File: config.mk
export PLATFORM = sky130hd
export DESIGN_NAME = utf8_to_utf16_unit_decoder_unit
export DESIGN_NICKNAME = d
export VERILOG_FILES = /design/src/u8dec_pkg.sv /design/src/u8dec_in_stage.sv /design/src/u8dec_decode.sv /design/src/u8dec_out_stage.sv /design/src/utf8_to_utf16_unit_decoder_unit.sv
export SDC_FILE = /design/constraint.sdc
export NUM_CORES = 1
export LEC_CHECK = 0
export ABC_CLOCK_PERIOD_IN_PS = 4800
export BUFFER_PORTS_ARGS = -buffer_cell sky130_fd_sc_hd__buf_2
export CAP_MARGIN = 25
export CORE_AREA = 10 10 81 83
export DETAILED_ROUTE_END_ITERATION = 6
export DIE_AREA = 0 0 91 93
export GPL_TIMING_DRIVEN = 1
export HOLD_SLACK_MARGIN = 0.05
export PLACE_DENSITY = 0.57
export SLEW_MARGIN = 40
export SYNTH_ARGS = -nofsm -noshare
export SYNTH_HDL_FRONTEND = slang
export SYNTH_HIERARCHICAL = 1
export SYNTH_SLANG_ARGS = --single-unit
File: constraint.sdc
create_clock -name clk -period 4.8 [get_ports clk]
set_input_delay 0 -clock clk [delete_from_list [all_inputs] [get_ports clk]]
set_output_delay 0 -clock clk [all_outputs]
set_load 0.01 [all_outputs]
File: src/u8dec_pkg.sv
// Shared types and constants for the UTF-8 to 16-bit code unit decoder.
package u8dec_pkg;

	localparam int unsigned ByteW = 8;
	localparam int unsigned UnitW = 16;
	localparam int unsigned StatW = 2;
	localparam int unsigned CntW  = 2;

	typedef enum logic [StatW-1:0] {
		ST_PENDING = 2'd0,
		ST_DONE    = 2'd1,
		ST_ERROR   = 2'd2
	} status_t;

	typedef struct packed {
		logic [UnitW-1:0] code_unit;
		status_t          status;
	} result_t;

endpackage

File: src/u8dec_in_stage.sv
// Input register stage: holds one accepted byte until the decoder takes it.
module u8dec_in_stage
	import u8dec_pkg::*;
(
	input  logic             clk,
	input  logic             arst_n,
	input  logic [ByteW-1:0] data_byte,
	input  logic             in_valid,
	output logic             in_stall,
	input  logic             advance,
	output logic             valid_s1,
	output logic [ByteW-1:0] byte_s1
);

	logic load;

	assign in_stall = valid_s1 && !advance;
	assign load     = in_valid && !in_stall;

	always_ff @(posedge clk or negedge arst_n) begin
		if (!arst_n) begin
			valid_s1 <= 1'b0;
		end else if (!in_stall) begin
			valid_s1 <= in_valid;
		end
	end

	always_ff @(posedge clk) begin
		if (load) begin
			byte_s1 <= data_byte;
		end
	end

endmodule

File: src/u8dec_decode.sv
// Byte classifier with sequence state: continuation count and partial code unit.
module u8dec_decode
	import u8dec_pkg::*;
(
	input  logic             clk,
	input  logic             arst_n,
	input  logic             advance,
	input  logic [ByteW-1:0] byte_s1,
	output result_t          res
);

	logic [CntW-1:0]  remain_q, remain_d;
	logic [UnitW-1:0] partial_q, partial_d;
	logic [UnitW-1:0] shifted;
	logic             is_cont;

	assign is_cont = (byte_s1[7:6] == 2'b10);
	assign shifted = {partial_q[UnitW-7:0], byte_s1[5:0]};

	always_comb begin
		remain_d      = remain_q;
		partial_d     = partial_q;
		res.code_unit = '0;
		res.status    = ST_ERROR;
		if (remain_q != '0) begin
			if (!is_cont) begin
				remain_d  = '0;
				partial_d = '0;
			end else if (remain_q == CntW'(1)) begin
				remain_d      = '0;
				partial_d     = '0;
				res.code_unit = shifted;
				res.status    = ST_DONE;
			end else begin
				remain_d   = remain_q - CntW'(1);
				partial_d  = shifted;
				res.status = ST_PENDING;
			end
		end else begin
			priority casez (byte_s1)
				8'b0???????: begin
					res.code_unit = {{(UnitW-ByteW){1'b0}}, byte_s1};
					res.status    = ST_DONE;
				end
				8'b110?????: begin
					partial_d  = {{(UnitW-5){1'b0}}, byte_s1[4:0]};
					remain_d   = CntW'(1);
					res.status = ST_PENDING;
				end
				8'b1110????: begin
					partial_d  = {{(UnitW-4){1'b0}}, byte_s1[3:0]};
					remain_d   = CntW'(2);
					res.status = ST_PENDING;
				end
				default: begin
					res.status = ST_ERROR;
				end
			endcase
		end
	end

	always_ff @(posedge clk or negedge arst_n) begin
		if (!arst_n) begin
			remain_q  <= '0;
			partial_q <= '0;
		end else if (advance) begin
			remain_q  <= remain_d;
			partial_q <= partial_d;
		end
	end

endmodule

File: src/u8dec_out_stage.sv
// Result register: holds one result until the downstream side takes it.
module u8dec_out_stage
	import u8dec_pkg::*;
(
	input  logic             clk,
	input  logic             arst_n,
	input  logic             valid_s1,
	input  result_t          res,
	output logic             advance,
	output logic             out_valid,
	input  logic             out_stall,
	output logic [UnitW-1:0] code_unit,
	output logic [StatW-1:0] status
);

	result_t res_q;

	assign advance   = valid_s1 && (!out_valid || !out_stall);
	assign code_unit = res_q.code_unit;
	assign status    = res_q.status;

	always_ff @(posedge clk or negedge arst_n) begin
		if (!arst_n) begin
			out_valid <= 1'b0;
		end else if (!out_valid || !out_stall) begin
			out_valid <= valid_s1;
		end
	end

	always_ff @(posedge clk) begin
		if (advance) begin
			res_q <= res;
		end
	end

endmodule

File: src/utf8_to_utf16_unit_decoder_unit.sv
// Top level of the UTF-8 to 16-bit code unit decoder.
// Takes one UTF-8 byte per transfer and returns one result per byte: status
// 0 (more bytes pending), 1 (code_unit holds a completed character) or 2
// (error: stray continuation, 0xFE/0xFF, four- to six-byte lead, or a broken
// sequence, whose offending byte is dropped). Overlong forms decode normally.
// code_unit is zero unless status is 1. A byte is accepted every cycle while in_stall
// is low. The byte sits in the input register, the single decode step runs, and the
// result register captures the result when it is free. A stalled result holds the
// result register; a byte in the input register is then held and stalls the input.
module utf8_to_utf16_unit_decoder_unit
	import u8dec_pkg::*;
(
	input  logic             clk,
	input  logic             arst_n,
	input  logic [ByteW-1:0] data_byte,
	input  logic             in_valid,
	output logic             in_stall,
	output logic [UnitW-1:0] code_unit,
	output logic [StatW-1:0] status,
	output logic             out_valid,
	input  logic             out_stall
);

	logic             advance;
	logic             valid_s1;
	logic [ByteW-1:0] byte_s1;
	result_t          res;

	u8dec_in_stage u_in (
		.clk       (clk),
		.arst_n    (arst_n),
		.data_byte (data_byte),
		.in_valid  (in_valid),
		.in_stall  (in_stall),
		.advance   (advance),
		.valid_s1  (valid_s1),
		.byte_s1   (byte_s1)
	);

	u8dec_decode u_dec (
		.clk     (clk),
		.arst_n  (arst_n),
		.advance (advance),
		.byte_s1 (byte_s1),
		.res     (res)
	);

	u8dec_out_stage u_out (
		.clk       (clk),
		.arst_n    (arst_n),
		.valid_s1  (valid_s1),
		.res       (res),
		.advance   (advance),
		.out_valid (out_valid),
		.out_stall (out_stall),
		.code_unit (code_unit),
		.status    (status)
	);

	a_unit_zero: assert property (@(posedge clk) disable iff (!arst_n)
		out_valid && (status != ST_DONE) |-> code_unit == '0)
		else $error("code_unit nonzero without completed character");

	a_stall_full: assert property (@(posedge clk) disable iff (!arst_n)
		in_stall |-> valid_s1 && out_valid && out_stall)
		else $error("input stalled while pipeline can move");

	a_hold_stalled: assert property (@(posedge clk) disable iff (!arst_n)
		out_valid && out_stall
			|=> out_valid && $stable(code_unit) && $stable(status))
		else $error("stalled result changed");

endmodule

==> run summary <==
DIE
--------------------------------------------------------------------------------
Die Area ..........................................................     8460 um2
Number of I/O pins ................................................           32
Initial core utilization ..........................................        0.337
Die boundary width ................................................        91 um
Core region area ..................................................     5010 um2
Standard-cell row count ...........................................           26
Height of the die .................................................        93 um

STA
--------------------------------------------------------------------------------
Final worst path period share .....................................        0.371
Normalized max-slew margin ........................................        0.716
Final total negative setup slack ..................................         0 ps
Hold violation total from the final report ........................            0
Clock tree skew after final layout ................................      4.39 ps
Final-report max-slew violation count .............................            0
Setup repair after global routing missed its margin ...............           no
Final critical-path required period ...............................      1780 ps
Achievable Freq ...................................................      561 MHz
Worst Hold Slack ..................................................       145 ps
Least-Margin Pin Slew .............................................       426 ps
# setup viols final ...............................................            0

CRITICAL PATH
--------------------------------------------------------------------------------
Req. time, crit path ..............................................      4830 ps
Maximum fanout encountered on the critical timing path ............           12
Type of the setup path with the least slack ....................... register to register
Crit start category ...............................................     register
Setup crit end kind ...............................................     register
Arrival @ worst endpoint ..........................................      1810 ps

GRT
--------------------------------------------------------------------------------
All-layer global routing usage ....................................       0.0830
Vias in the first global route ....................................         1124
Maximum number of pins on one net before global-route repair ......           32
First-pass GRT wire length ........................................      5690 um
Initial antenna violation count ...................................            0
Remaining Overflow, GRT ...........................................            0

CLOCK TREE
--------------------------------------------------------------------------------
Clock network latency to the later pin of the worst-skew pair .....       290 ps
Number of buffers created by CTS ..................................            5
PostCTS Resize Cnt ................................................            0
TritonCTS clock tree ..............................................          yes
Number of clock sinks .............................................           40
Clock root buffer ................................................. sky130_fd_sc_hd__clkbuf_8
H-tree level count ................................................            2
Clk pin slew, worst setup/hold paths ..............................        80 ps
Number of buffers between clock root and the deepest sink .........            2

POWER
--------------------------------------------------------------------------------
Power per cell area ...............................................   470 nW/um2
Pleak .............................................................     0.996 nW
Peak supply drop ..................................................     0.187 mV

SYNTHESIS
--------------------------------------------------------------------------------
Cell Area, Synth ..................................................     1690 um2
Top_reg_cell synth ................................................ sky130_fd_sc_hd__edfxtp_1
Post-synth cell types .............................................           31
Syn Inst Count ....................................................          114
Fraction of post-synthesis cell area in the top cell type by area .        0.463
Number of warnings issued by yosys ................................            6
Sequential area share after synthesis .............................        0.671
Synth async-reset ratio ...........................................        0.350
Number of synthesized flops with an enable pin ....................           26
Synthesized area per cell .........................................     14.8 um2
Yosys reg bits ....................................................           40
Synthesized netlist net count .....................................          129
Area leader, netlist .............................................. sky130_fd_sc_hd__edfxtp_1
Largest cells by area after synthesis ............................. sky130_fd_sc_hd__edfxtp_1 46%, sky130_fd_sc_hd__dfrtp_1 21%, sky130_fd_sc_hd__and3_1 3.3%

FINISH
--------------------------------------------------------------------------------
Diode insertion count for antenna repair ..........................            0
Layout overhead on the synthesized area ...........................        25.5%
Share of cells above drive strength 1 .............................        0.313
Fill count ........................................................          483
Final-stage net count .............................................          174
Final core occ ....................................................        0.423

HOLD PATH
--------------------------------------------------------------------------------
Worst Hold Class .................................................. input port to asynchronous set/reset pin

ROUTE
--------------------------------------------------------------------------------
Remaining DRCs ....................................................            0
Drt initial violations ............................................           47
Antenna viol nets, final ..........................................            0
Via count of the routed design ....................................         1047
Average routed wire per standard cell .............................      14.5 um
DR pass1 iterations ...............................................            4
Drt total wl ......................................................      3340 um
Via-to-Cell Ratio .................................................         4.55

PLACED DESIGN
--------------------------------------------------------------------------------
Detailed Place HPWL ...............................................      2320 um
Routability congestion estimate ...................................        0.764
Number of port buffers ............................................           31

FLOW RUN
--------------------------------------------------------------------------------
Max-Cap Viols .....................................................            0

OUTCOME
--------------------------------------------------------------------------------
Status ............................................................    completed

[layout make-up]
class                      instances  area (um2)  area share
tap                               70        87.6      0.0414
timing repair buffer              43         273       0.129
multi-input combinational         64         499       0.236
inverter                           5        18.8     0.00887
clock inverter                     2        35.0      0.0165
clock buffer                       6        72.6      0.0343
sequential                        40        1130       0.534
[state kept, by name (all words and copies together), names as in the netlist]
register,cells
u_dec/partial_q,10
u_dec/remain_q,2
u_in/byte_s1,8
u_in/valid_s1,1
u_out/code_unit,16
u_out/out_valid,1
u_out/status,2
[through the flow]
stage | setup WS, ps | std cells | instance area (um2) | power [mW]
3_5_place_dp | 3060 | 211 | 1900 | 0.731
3_3_place_gp | 3140 | 211 | 1900 | 0.720
5_1_grt | 2920 | 230 | 2120 | 1.06
4_1_cts | 3030 | 230 | 2120 | 1.01
6_report | 3020 | 230 | 2120 | 0.996
2_1_floorplan | 2970 | 114 | 1690 | 0.664
[repair_timing]
item                                   in CTS  in global routing
hold buffers                               11                  0
endpoints found under the hold margin      24                  0
buffers inserted                            0                  0
[report_power, final]
group	internal (mW)	switching, mW	leakage, nW
clock network	0.154	0.111	0.0552
logic	0.100	0.151	0.505
registers	0.442	0.0376	0.436
[placed cells by master, fill, tap and decap left out, types with 3 or more instances in the layout]
master and count:
sky130_fd_sc_hd__a21o_1 6, sky130_fd_sc_hd__and4_1 5, sky130_fd_sc_hd__inv_1 5, sky130_fd_sc_hd__ha_1 3, sky130_fd_sc_hd__dlygate4sd3_1 11, sky130_fd_sc_hd__and3_1 9
sky130_fd_sc_hd__edfxtp_1 26, sky130_fd_sc_hd__nor2b_1 6, sky130_fd_sc_hd__nand4_1 5, sky130_fd_sc_hd__dfrtp_1 14, sky130_fd_sc_hd__buf_2 31, sky130_fd_sc_hd__a21bo_1 5
sky130_fd_sc_hd__clkbuf_8 5
[path summary, 6_finish.rpt]
path / startpoint / end / slack, ps / depth (start not counted)
max: u_dec/remain_q[0] / u_out/code_unit[5] / 3020 / 5
min: arst_n / u_dec/remain_q[1] / 150 / 2
max reg2reg: u_dec/remain_q[0] / u_out/code_unit[5] / 3020 / 5
min reg2reg: u_dec/partial_q[5] / u_dec/partial_q[5] / 480 / 1
max in group asynchronous: arst_n / u_dec/partial_q[4] / 4400 / 2
min in group clk: data_byte[6] / u_in/byte_s1[6] / 410 / 2
[cell families after synthesis]
family | synth area share
fa+ha+maj | 0.0223
compound gates | 0.108
simple gates | 0.166
flops | 0.671
buf+inv | 0.0334
[synthesized netlist by cell type, drive strengths merged, types with 3 or more instances]
library cell and number:
nand4 5, o21ai 3, nand2b 4, buf 5, nor2 3, nor2b 6
inv 5, dfrtp 14, and3 9, a21bo 5, edfxtp 26, nand2 3
a21o 6, and4 5, ha 3
[metal layers]
metal  global-route usage  wire (um)  vias to the layer above
met2                0.121       1460                       38
met4               0.0352         50                        0
met1                0.104       1520                      494
met3               0.0384        305                        7
met5                    0          0                        -
li1                     -          -                      508
[critical path: stages, from the launching register on]
cell	delay, ps
sky130_fd_sc_hd__dfrtp_1	420
sky130_fd_sc_hd__inv_1	90
sky130_fd_sc_hd__ha_1	380
sky130_fd_sc_hd__nor2_2	180
sky130_fd_sc_hd__a21oi_2	340
sky130_fd_sc_hd__nor2b_1	120
(Power assumes the default switching activity.)
